$ cat config.mk
export PLATFORM = sky130hd
export DESIGN_NAME = retransmit_tracking_table
export DESIGN_NICKNAME = d
export VERILOG_FILES = /design/src/rtt_pkg.sv /design/src/retransmit_tracking_table.sv /design/src/rtt_cell.sv
export SDC_FILE = /design/constraint.sdc
export NUM_CORES = 2
export LEC_CHECK = 0
export BUFFER_PORTS_ARGS = -buffer_cell sky130_fd_sc_hd__buf_2
export CAP_MARGIN = 0
export CORE_ASPECT_RATIO = 1.4
export CORE_MARGIN = 2
export CORE_UTILIZATION = 50
export DETAILED_ROUTE_END_ITERATION = 16
export PLACE_DENSITY_LB_ADDON = 0.15
export SETUP_SLACK_MARGIN = 0.15
export SYNTH_ARGS = -nofsm -noshare
export SYNTH_HDL_FRONTEND = slang
export SYNTH_SLANG_ARGS = --single-unit
$ cat constraint.sdc
create_clock -name clk -period 17.4 [get_ports clk]
set_clock_uncertainty 0.2 [all_clocks]
set_input_delay 3.48 -clock clk [delete_from_list [all_inputs] [get_ports clk]]
set_output_delay 3.48 -clock clk [all_outputs]
set_load 0.01 [all_outputs]
$ cat src/rtt_pkg.sv
`default_nettype none
package rtt_pkg;
    localparam int SLOTS_DEF = 16;
    localparam int MAX_PAYLOAD_DEF = 1024;

    typedef enum logic [1:0] {
        OP_ADD  = 2'd0,
        OP_SEND = 2'd1,
        OP_TICK = 2'd2,
        OP_ACK  = 2'd3
    } op_t;

    typedef enum logic [3:0] {
        ST_ADDED     = 4'd0,
        ST_TOO_LARGE = 4'd1,
        ST_FULL      = 4'd2,
        ST_SEND      = 4'd3,
        ST_NONE      = 4'd4,
        ST_EXPIRED   = 4'd5,
        ST_TICK_DONE = 4'd6,
        ST_ACK_HIT   = 4'd7,
        ST_ACK_MISS  = 4'd8
    } status_t;

    typedef enum logic [1:0] {
        SL_FREE  = 2'd0,
        SL_READY = 2'd1,
        SL_WAIT  = 2'd2
    } slot_state_t;

    // entry record held by a cell, travels along the ring
    typedef struct packed {
        logic        occ;
        slot_state_t st;
        logic [5:0]  slot;
        logic [31:0] id;
        logic [31:0] addr;
        logic [15:0] port;
        logic [7:0]  sends;
        logic [7:0]  limit;
        logic [15:0] tmo;
        logic [15:0] wait_cnt;
    } entry_t;

    // command held during a pass and checked against the head entry at each step
    typedef struct packed {
        op_t         op;
        logic [31:0] id;
        logic        done;   // first hit already taken in this pass
    } cmd_t;
endpackage
`default_nettype wire

$ cat src/retransmit_tracking_table.sv
`default_nettype none
// Channel | Direction | Signals
// in      | input     | in_valid, in_stall, operation .. timeout_ticks
// out     | output    | out_valid, out_stall, status .. last
// Entries sit in a chain of SLOTS cells, oldest first, packed from cell 0 up (N held).
// An add loads cell N in its accept cycle; its word is valid on the next cycle.
// A poll, tick or ack takes the accept cycle, N steps that each put the head entry back
// behind the live entries or drop it, and a closing cycle that gives the word with last set.
// A step or the closing cycle waits while the output register holds a stalled word;
// the input stalls until the pass is over and the output register can take a word.
// Reset empties the table at once.
module retransmit_tracking_table #(
    parameter int SLOTS       = rtt_pkg::SLOTS_DEF,
    parameter int MAX_PAYLOAD = rtt_pkg::MAX_PAYLOAD_DEF
) (
    input  wire         clk,
    input  wire         rst_n,
    input  wire         in_valid,
    output logic        in_stall,
    input  wire  [1:0]  operation,
    input  wire  [31:0] packet_id,
    input  wire  [15:0] packet_size,
    input  wire  [31:0] dest_address,
    input  wire  [15:0] dest_port,
    input  wire  [7:0]  max_sends,
    input  wire  [15:0] timeout_ticks,
    output logic        out_valid,
    input  wire         out_stall,
    output logic [3:0]  status,
    output logic [3:0]  slot,
    output logic [31:0] out_packet_id,
    output logic [31:0] out_address,
    output logic [15:0] out_port,
    output logic [7:0]  sends_done,
    output logic        last
);
    localparam int CW = $clog2(SLOTS + 1);
    localparam int SW = $clog2(SLOTS);

    typedef enum logic [3:0] {
        S_IDLE = 4'b0001,
        S_PASS = 4'b0010,
        S_FIN  = 4'b0100,
        S_ADD  = 4'b1000
    } fsm_t;

    fsm_t                 state_reg, state_next;
    rtt_pkg::cmd_t        cmd_reg, cmd_next;
    logic [CW-1:0]        cnt_reg, cnt_next;
    logic [CW-1:0]        num_reg, num_next;
    logic [SLOTS-1:0]     used_reg, used_next;
    logic                 ov_reg, ov_next;
    logic [3:0]           os_reg, os_next;
    rtt_pkg::entry_t      oe_reg, oe_next;
    logic                 ol_reg, ol_next;

    rtt_pkg::entry_t      cells [SLOTS];
    rtt_pkg::entry_t      head_mod;
    logic                 shift;
    logic                 load_en;
    logic [CW-1:0]        load_idx;
    rtt_pkg::entry_t      load_entry;

    // packed chain: a kept head entry goes back in right behind the live entries
    genvar g;
    generate
        for (g = 0; g < SLOTS; g++)
        begin : g_cell
            rtt_pkg::entry_t prev;
            if (g == SLOTS - 1)
            begin : g_tail
                assign prev = '0;
            end
            else
            begin : g_mid
                assign prev = cells[g+1];
            end
            rtt_cell u_cell (
                .clk        (clk),
                .rst_n      (rst_n),
                .shift      (shift),
                .load       (load_en && (load_idx == CW'(g))),
                .load_entry (load_entry),
                .prev_entry (prev),
                .entry      (cells[g])
            );
        end
    endgenerate

    logic  out_free;
    assign out_free = !ov_reg || !out_stall;

    logic [SLOTS-1:0] free_vec;
    logic [5:0]       free_slot;
    logic             any_free;
    always_comb
    begin
        free_vec  = ~used_reg;
        free_slot = '0;
        any_free  = 1'b0;
        for (int k = SLOTS - 1; k >= 0; k--)
            if (free_vec[k])
            begin
                free_slot = 6'(k);
                any_free  = 1'b1;
            end
    end

    always_comb
    begin
        logic emit_hit;
        logic drop;
        emit_hit   = 1'b0;
        drop       = 1'b0;
        state_next = state_reg;
        cmd_next   = cmd_reg;
        cnt_next   = cnt_reg;
        num_next   = num_reg;
        used_next  = used_reg;
        ov_next    = ov_reg && out_stall;
        os_next    = os_reg;
        oe_next    = oe_reg;
        ol_next    = ol_reg;
        shift      = 1'b0;
        load_en    = 1'b0;
        load_idx   = num_reg - 1'b1;
        load_entry = '0;
        head_mod   = cells[0];
        in_stall   = 1'b1;

        unique case (state_reg)
            S_IDLE:
            begin
                in_stall = !out_free;
                if (in_valid && out_free)
                begin
                    cmd_next.op   = rtt_pkg::op_t'(operation);
                    cmd_next.id   = packet_id;
                    cmd_next.done = 1'b0;
                    cnt_next      = num_reg;
                    if (rtt_pkg::op_t'(operation) == rtt_pkg::OP_ADD)
                    begin
                        if (32'(packet_size) > 32'(MAX_PAYLOAD))
                        begin
                            ov_next = 1'b1; os_next = rtt_pkg::ST_TOO_LARGE;
                            oe_next = '0;   ol_next = 1'b1;
                        end
                        else if (!any_free)
                        begin
                            ov_next = 1'b1; os_next = rtt_pkg::ST_FULL;
                            oe_next = '0;   ol_next = 1'b1;
                        end
                        else
                        begin
                            load_entry.occ      = 1'b1;
                            load_entry.st       = rtt_pkg::SL_READY;
                            load_entry.slot     = free_slot;
                            load_entry.id       = packet_id;
                            load_entry.addr     = dest_address;
                            load_entry.port     = dest_port;
                            load_entry.sends    = '0;
                            load_entry.limit    = max_sends;
                            load_entry.tmo      = timeout_ticks;
                            load_entry.wait_cnt = '0;
                            load_en  = 1'b1;
                            load_idx = num_reg;
                            num_next = num_reg + 1'b1;
                            used_next[free_slot[SW-1:0]] = 1'b1;
                            ov_next = 1'b1; os_next = rtt_pkg::ST_ADDED;
                            oe_next = load_entry; ol_next = 1'b1;
                        end
                    end
                    else if (num_reg == '0)
                        state_next = S_FIN;
                    else
                        state_next = S_PASS;
                end
            end
            S_PASS:
            begin
                if (out_free)
                begin
                    shift = 1'b1;
                    if (cells[0].occ)
                    begin
                        unique case (cmd_reg.op)
                            rtt_pkg::OP_SEND:
                                if (!cmd_reg.done && cells[0].st == rtt_pkg::SL_READY)
                                begin
                                    if (head_mod.sends != 8'hFF)
                                        head_mod.sends = head_mod.sends + 1'b1;
                                    head_mod.st = rtt_pkg::SL_WAIT;
                                    emit_hit = 1'b1;
                                    os_next  = rtt_pkg::ST_SEND;
                                end
                            rtt_pkg::OP_TICK:
                                if (cells[0].st == rtt_pkg::SL_WAIT)
                                begin
                                    if (head_mod.wait_cnt != 16'hFFFF)
                                        head_mod.wait_cnt = head_mod.wait_cnt + 1'b1;
                                    if (head_mod.wait_cnt >= head_mod.tmo)
                                    begin
                                        if (head_mod.sends < head_mod.limit)
                                        begin
                                            head_mod.wait_cnt = '0;
                                            head_mod.st = rtt_pkg::SL_READY;
                                        end
                                        else
                                        begin
                                            drop = 1'b1;
                                            ov_next = 1'b1;
                                            os_next = rtt_pkg::ST_EXPIRED;
                                            oe_next = head_mod;
                                            ol_next = 1'b0;
                                        end
                                    end
                                end
                            rtt_pkg::OP_ACK:
                                if (!cmd_reg.done && cells[0].st == rtt_pkg::SL_WAIT &&
                                    cells[0].id == cmd_reg.id)
                                begin
                                    drop     = 1'b1;
                                    emit_hit = 1'b1;
                                    os_next  = rtt_pkg::ST_ACK_HIT;
                                end
                            default: ;
                        endcase
                    end
                    // hit word is held back and given at the end with last set
                    if (emit_hit)
                    begin
                        cmd_next.done = 1'b1;
                        oe_next = head_mod;
                    end
                    if (drop)
                    begin
                        num_next = num_reg - 1'b1;
                        used_next[cells[0].slot[SW-1:0]] = 1'b0;
                    end
                    else
                    begin
                        load_en    = 1'b1;
                        load_entry = head_mod;
                    end
                    cnt_next = cnt_reg - 1'b1;
                    if (cnt_reg == CW'(1))
                        state_next = S_FIN;
                end
            end
            S_FIN:
            begin
                if (out_free)
                begin
                    ov_next = 1'b1;
                    oe_next = '0;
                    unique case (cmd_reg.op)
                        rtt_pkg::OP_SEND:
                        begin
                            os_next = cmd_reg.done ? rtt_pkg::ST_SEND : rtt_pkg::ST_NONE;
                            oe_next = cmd_reg.done ? oe_reg : '0;
                        end
                        rtt_pkg::OP_ACK:
                        begin
                            os_next = cmd_reg.done ? rtt_pkg::ST_ACK_HIT : rtt_pkg::ST_ACK_MISS;
                            oe_next = cmd_reg.done ? oe_reg : '0;
                        end
                        default: os_next = rtt_pkg::ST_TICK_DONE;
                    endcase
                    ol_next    = 1'b1;
                    state_next = S_IDLE;
                end
            end
            default: state_next = S_IDLE;
        endcase
    end

    always_ff @(posedge clk or negedge rst_n)
    begin
        if (!rst_n)
        begin
            state_reg <= S_IDLE;
            cnt_reg   <= '0;
            num_reg   <= '0;
            used_reg  <= '0;
            ov_reg    <= 1'b0;
            cmd_reg   <= '0;
        end
        else
        begin
            state_reg <= state_next;
            cnt_reg   <= cnt_next;
            num_reg   <= num_next;
            used_reg  <= used_next;
            ov_reg    <= ov_next;
            cmd_reg   <= cmd_next;
        end
    end

    always_ff @(posedge clk)
    begin
        os_reg  <= os_next;
        oe_reg  <= oe_next;
        ol_reg  <= ol_next;
    end

    assign out_valid     = ov_reg;
    assign status        = os_reg;
    assign slot          = oe_reg.slot[3:0];
    assign out_packet_id = oe_reg.id;
    assign out_address   = oe_reg.addr;
    assign out_port      = oe_reg.port;
    assign sends_done    = oe_reg.sends;
    assign last          = ol_reg;
endmodule
`default_nettype wire

$ cat src/rtt_cell.sv
`default_nettype none
// One chain cell: holds an entry, takes its upper neighbor's entry on a shift,
// or a given entry on a load.
module rtt_cell (
    input  wire                  clk,
    input  wire                  rst_n,
    input  wire                  shift,
    input  wire                  load,
    input  rtt_pkg::entry_t      load_entry,
    input  rtt_pkg::entry_t      prev_entry,
    output rtt_pkg::entry_t      entry
);
    rtt_pkg::entry_t entry_reg;
    rtt_pkg::entry_t entry_next;

    always_comb
    begin
        entry_next = entry_reg;
        if (load)
            entry_next = load_entry;
        else if (shift)
            entry_next = prev_entry;
    end

    always_ff @(posedge clk or negedge rst_n)
    begin
        if (!rst_n)
            entry_reg <= '0;
        else
            entry_reg <= entry_next;
    end

    assign entry = entry_reg;
endmodule
`default_nettype wire
==> Word-level counts from Yosys, hierarchy flattened <==
Index checks and enable logic that the tools add are counted.
{ "word_totals": {"input_bits": 126, "register_bits": 2355, "elab_cells": 505, "output_inout_bits": 99} }
{ "classes": {"add_sub_neg": 5, "bitwise": 4, "reduce_logical": 58, "n_lt_le_gt_ge": 7, "eq_ne": 54, "mux": 202} }
{ "ops": {"columns": ["cell", "count"], "rows": [
  ["two-way mux 137 bit", 38],
  ["two-way mux 132 bit", 12],
  ["case mux 132 bit (3 select lines)", 1],
  ["case mux 137 bit (2 select lines)", 1],
  ["two-way mux 16 bit", 17],
  ["two-way mux 6 bit", 15],
  ["two-way mux 4 bit", 17],
  ["two-way mux 5 bit", 13],
  ["two-way mux 1 bit", 59],
  ["equality test 5 x 4 -> 1 bit, second input constant", 8],
  ["case mux 4 bit (3 select lines)", 3],
  ["nonzero test 2 bit", 17],
  ["equality test 32 bit", 1],
  ["two-way mux 8 bit", 4],
  ["inverter 16 bit", 2],
  ["case mux 16 bit (2 select lines)", 1],
  ["!= test 3 bit, second input constant", 9],
  ["!= test 2 bit, second input constant", 13],
  ["logical AND 1 bit", 23],
  ["equality test 5 x 3 -> 1 bit, second input constant", 4],
  ["case mux 5 bit (2 select lines)", 2],
  ["adder 16 x 1 -> 16 bit, second input constant", 1],
  ["AND 16 bit", 1],
  ["greater-or-equal comparator 16 bit", 1],
  ["other kinds (41)", 67]
]} }

==> Depth between registers and ports, before layout <==
{ "depth": {"depth_word": 27, "depth_mapped": 22} }

==> By module <==
A second synthesis with hierarchy kept.
{ "hier_totals": {"hier_cells": 10586, "area_unflattened_um2": 111957.4} }
{ "by_module_without_submodules": {"columns": ["mod", "n_inst", "area_per_inst_um2", "cells_each"], "rows": [
  ["rtt_cell", 16, 6339.8, 593],
  ["retransmit_tracking_table", 1, 10520.1, 1098]
]} }

==> Least setup slack after synthesis <==
OpenSTA, ideal clock, no wires.
{ "synth_path": {"path_type": "input port to flip-flop", "start": "input operation[1]", "end": "register oe_reg (netlist bit out_address[0]), enable pin", "arrival_ns": 11.012, "path_buffers": 0, "slack_ns": 5.479, "setup_ns": 0.708, "stages": 4, "t_required_ns": 16.492, "cell_sequence": "or2_2 -> nor2_1 -> o31ai_1 -> a311oi_1"} }
{ "synth_between": {"elab_chain_len": 3} }
{ "synth_rtl": {"columns": ["item", "line_no", "rtl"], "rows": [
  ["start: declaration", "retransmit_tracking_table.sv:20", "input wire [1:0] operation,"],
  ["zero test 2 bit", "retransmit_tracking_table.sv:141", "if (rtt_pkg::op_t'(operation) == rtt_pkg::OP_ADD)"],
  ["!= test 2 bit (no source line)", null, null],
  ["AND reduction 11 bit (no source line)", null, null],
  ["end signal: assignment", "retransmit_tracking_table.sv:302", "oe_reg <= oe_next;"],
  ["end: declaration", "retransmit_tracking_table.sv:54", "rtt_pkg::entry_t oe_reg, oe_next;"]
]} }
No other way between the ends.
A chain may end at the register's enable or synchronous reset.

==> Final worst setup path <==
{ "layout_path": {"start": "input out_stall", "end": "register g_cell[5].u_cell.entry_reg (netlist bit g_cell[5].u_cell.entry[81])"} }
{ "layout_between": {"elab_chain_len": 8, "elab_cells_between_ends": 17, "classes_between": "eq/ne (1); mux (11); reduce/logical (5)"} }
{ "layout_rtl": {"columns": ["item", "line_no", "rtl"], "rows": [
  ["start: declaration", "retransmit_tracking_table.sv:28", "input wire out_stall,"],
  ["zero test 1 bit *", "retransmit_tracking_table.sv:91", "assign out_free = !ov_reg || !out_stall;"],
  ["logical OR 1 bit *", "retransmit_tracking_table.sv:91", null],
  ["logical AND 1 bit", "retransmit_tracking_table.sv:135", "if (in_valid && out_free)"],
  ["two-way mux 5 bit", "retransmit_tracking_table.sv:135", null],
  ["two-way mux 5 bit", "retransmit_tracking_table.sv:131", "unique case (state_reg)"],
  ["equality test 5 x 3 -> 1 bit", "retransmit_tracking_table.sv:82", ".load (load_en && (load_idx == CW'(g))),"],
  ["logical AND 1 bit", "retransmit_tracking_table.sv:82", null],
  ["two-way mux 137 bit / nonzero test 2 bit (equally long branches)", null, null],
  ["end signal: assignment", "rtt_cell.sv:30", "entry_reg <= entry_next;"],
  ["end: declaration", "rtt_cell.sv:13", "rtt_pkg::entry_t entry_reg;"]
]} }
Mark *: on every way between the ends. The rest lies on a longest branch, timed or not.

==> flow_summary_export.csv <==
group,metric,value,unit
timing,period_share,48.0,%
power_and_ir_drop,fin_total_pwr,18.7,mW
yosys,synth.ff_latch_count,2322,
worst_setup_path,worst-path-buf-inv,7,
worst_setup_path,cp.arrival,8.94,ns
worst_setup_path,worst-path-max-fanout,171,
clock_network,htree_levels,4,
timing,holdWs,0.277,ns
placed_design,port_buffers,224,
yosys,synth_top_cells_by_count,"3434 x nand2_1, 2224 x dfrtp_1, 1397 x a21oi_1, 1274 x and3_1, 889 x clkbuf_1",
drt,detail-route-antenna-nets,0,
timing,slew_headroom,5.42,%
placed_design,hpwl,198,mm
layout,areaGrowthSynthToFinish,9.72,%
yosys,synth-edff-count,97,
worst_setup_path,cp_common_cell,"buf_4",
clock_network,clkLatencyLatePin,0.93,ns
global_routing,grt_pass1_vias,91100,
yosys,synth.distinct_cells,87,
layout,drive_gt1_share,8.23,%
die,dieArea,224000,um^2
timing,grt_setup_unrepaired,"no",
drt,vias,92600,
die,start_util,50.3,%
yosys,yosys.area.top_type,"dfrtp_1",
global_routing,grt_usage,30.5,%
placed_design,place_ws,8.27,ns
die,pin_count,225,
clock_network,numCtsBuffers,232,
timing,final-hold-violation-count,0,
timing,fin_ws,9.05,ns
worst_setup_path,worst_path_max_delay_cell,"buf_4",
yosys,synth_fp_nets,12400,
drt,drt-pass1-iter-count,6,
yosys,avgSynthCellArea,8.98,um^2
timing,drv_slew,0,
yosys,synthTopCellsByArea,"dfrtp_1 51%, nand2_1 12%, and3_1 7.3%",
yosys,synth-main-ff-cell,"dfrtp_1",
layout,largest_reg_flops,2160,
yosys,ys_warn_count,0,
worst_setup_path,cp_data_required_time,17.99,ns
drt,wl_per_cell,23.1,um
drt,drt-total-wl,345,mm
placed_design,place.gp.congestion,0.925,
die,placeableCoreArea,218000,um^2
clock_network,cts_resized,0,
clock_network,post_cts_buffers,0,
global_routing,antenna_found_initial,10,
yosys,yosysTopAreaCellShare,50.7,%
clock_network,clk_pin_slew,0.07,ns
die,die_w,400,um
worst_setup_path,worstSetupPathType,"in -> reg",
drt,initialDrtViolationCount,9342,
worst_setup_path,cp_slowest_stage_delay,0.88,ns
placed_design,dp_cells,14500,
timing,fmax,0.120,GHz
global_routing,grt_max_degree,204,
hold_path,min_path_type,"reg -> reg",
clock_network,cts_root_buf,"clkbuf_16",
drt,drc,0,
run,cap_violations,0,
yosys,synth.cell_area,110000,um^2
global_routing,grt_pass1_wl,541,mm
worst_setup_path,critPathCaptureType,"flip-flop",
yosys,netlist_instances,12200,
worst_setup_path,path_cells,"buf_2 -> nand2_4 -> nand2_4 -> buf_4 -> buf_4 -> buf_12 -> buf_4 -> buf_4 -> buf_4 -> nand2_1 -> and3_1 -> a21oi_1",
clock_network,clockBufferDepth,4,
power_and_ir_drop,leakagePower,55.0,nW
layout,fin_nets,12000,
worst_setup_path,critPathLaunchType,"input port",
timing,setup_viol,0,
yosys,seq_area_frac_synth,53.3,%
timing,tightestPinTransition,1.41,ns
global_routing,grt-ovfl-total,0,
yosys,yosysMostFrequentCell,"nand2_1",
die,dieHeight,559,um
power_and_ir_drop,power.density,155,nW/um^2
yosys,synthArstFlopShare,95.8,%
timing,min_period,8.35,ns
clock_network,cts.sinks,2322,
layout,fin_cells,14900,
clock_network,cts_tree,"done",
clock_network,ctsHoldBuffers,0,
die,num_rows,203,
drt,viasPerCell,6.21,
power_and_ir_drop,irDropWorstVdd,0.113,mV
worst_setup_path,crit_family,"buffers and inverters",
status,status,"complete, no violations",
timing,fin_setup_tns,0,ns
layout by cell type, fill, tap and decap left out, drive strengths merged, types with 83 or more instances in the layout:
master and count:
nand2 3436, clkbuf 332, mux2i 505, and3 1274, nor2 238, a22oi 119
a211oi 201, nand3 260, a21oi 1399, o21ai 613, a22o 83, edfxtp 97
dfrtp 2224, buf 494
layer usage:
| metal | track usage, % | vias to the layer above | routed length (um) |
|---|---|---|---|
| li1 | - | 41400 | - |
| met3 | 4.26 | 763 | 24600 |
| met2 | 50.0 | 3636 | 165000 |
| met1 | 41.4 | 46900 | 143000 |
| met4 | 11.0 | 2 | 12400 |
| met5 | 0 | - | 20 |
cells by family (layout without fill, tap and decap cells):
group,count (synthesis),in the layout,share of synthesized area [%]
AOI/OAI and AO/OA,2723,2723,14.3
xor gates and xnor gates,49,49,0.391
adders and majority gates,32,32,0.365
buffers and inverters,1151,960,4.30
DFF,2322,2322,53.3
muxes,544,544,5.00
other,0,6,0
and+or+nand+nor,5417,5417,22.3
area by class of cell:
class                      count  area, um^2
fill                       19700       97900
clock inverter                89        1090
timing repair buffer         494        3340
clock buffer                 332        6840
tap                         2870        3590
multi-input combinational   8765       46900
inverter                      45         169
sequential                  2322       58600
antenna                        6        15.0
worst paths after layout:
| check | start | to | slack [ns] | cells past startpoint |
|---|---|---|---|---|
| max reg2reg | g_cell[0].u_cell.entry[107] | g_cell[15].u_cell.entry[127] | 9.95 | 12 |
| min in group asynchronous | rst_n | g_cell[10].u_cell.entry[110] | 2.36 | 1 |
| max in group asynchronous | rst_n | g_cell[13].u_cell.entry[63] | 11.43 | 4 |
| min reg2reg | g_cell[6].u_cell.entry[40] | g_cell[6].u_cell.entry[40] | 0.28 | 2 |
| min | g_cell[6].u_cell.entry[40] | g_cell[6].u_cell.entry[40] | 0.28 | 2 |
| max | out_stall | g_cell[5].u_cell.entry[81] | 9.05 | 12 |
power by group:
part	switching [mW]	total (mW)	internal (mW)	leakage, nW
clock	2.22	5.29	3.07	3.95
combinational	3.22	5.23	2.01	20.5
sequential	1.07	8.20	7.13	30.6
total	6.51	18.7	12.2	55.0
metrics by stage:
stage / area (um^2) / util (%)
after floorplan: 110000 / -
after global routing: 121000 / 55.2
after global placement: 113000 / 51.5
after CTS: 120000 / 55.2
final: 121000 / 55.2
after detailed placement: 113000 / 51.5
worst register-to-register path: stages (launching register included):
cell,delay (ns)
dfrtp_1,0.43
xnor2_1,0.64
nand4_1,0.58
nor4_1,1.15
nand4_1,0.53
nand2_1,0.70
buf_4,0.37
nor2_4,0.08
a31oi_4,0.14
buf_4,0.73
buf_4,0.78
buf_4,0.72
o21ai_0,0.23
(Power assumes the default switching activity.)
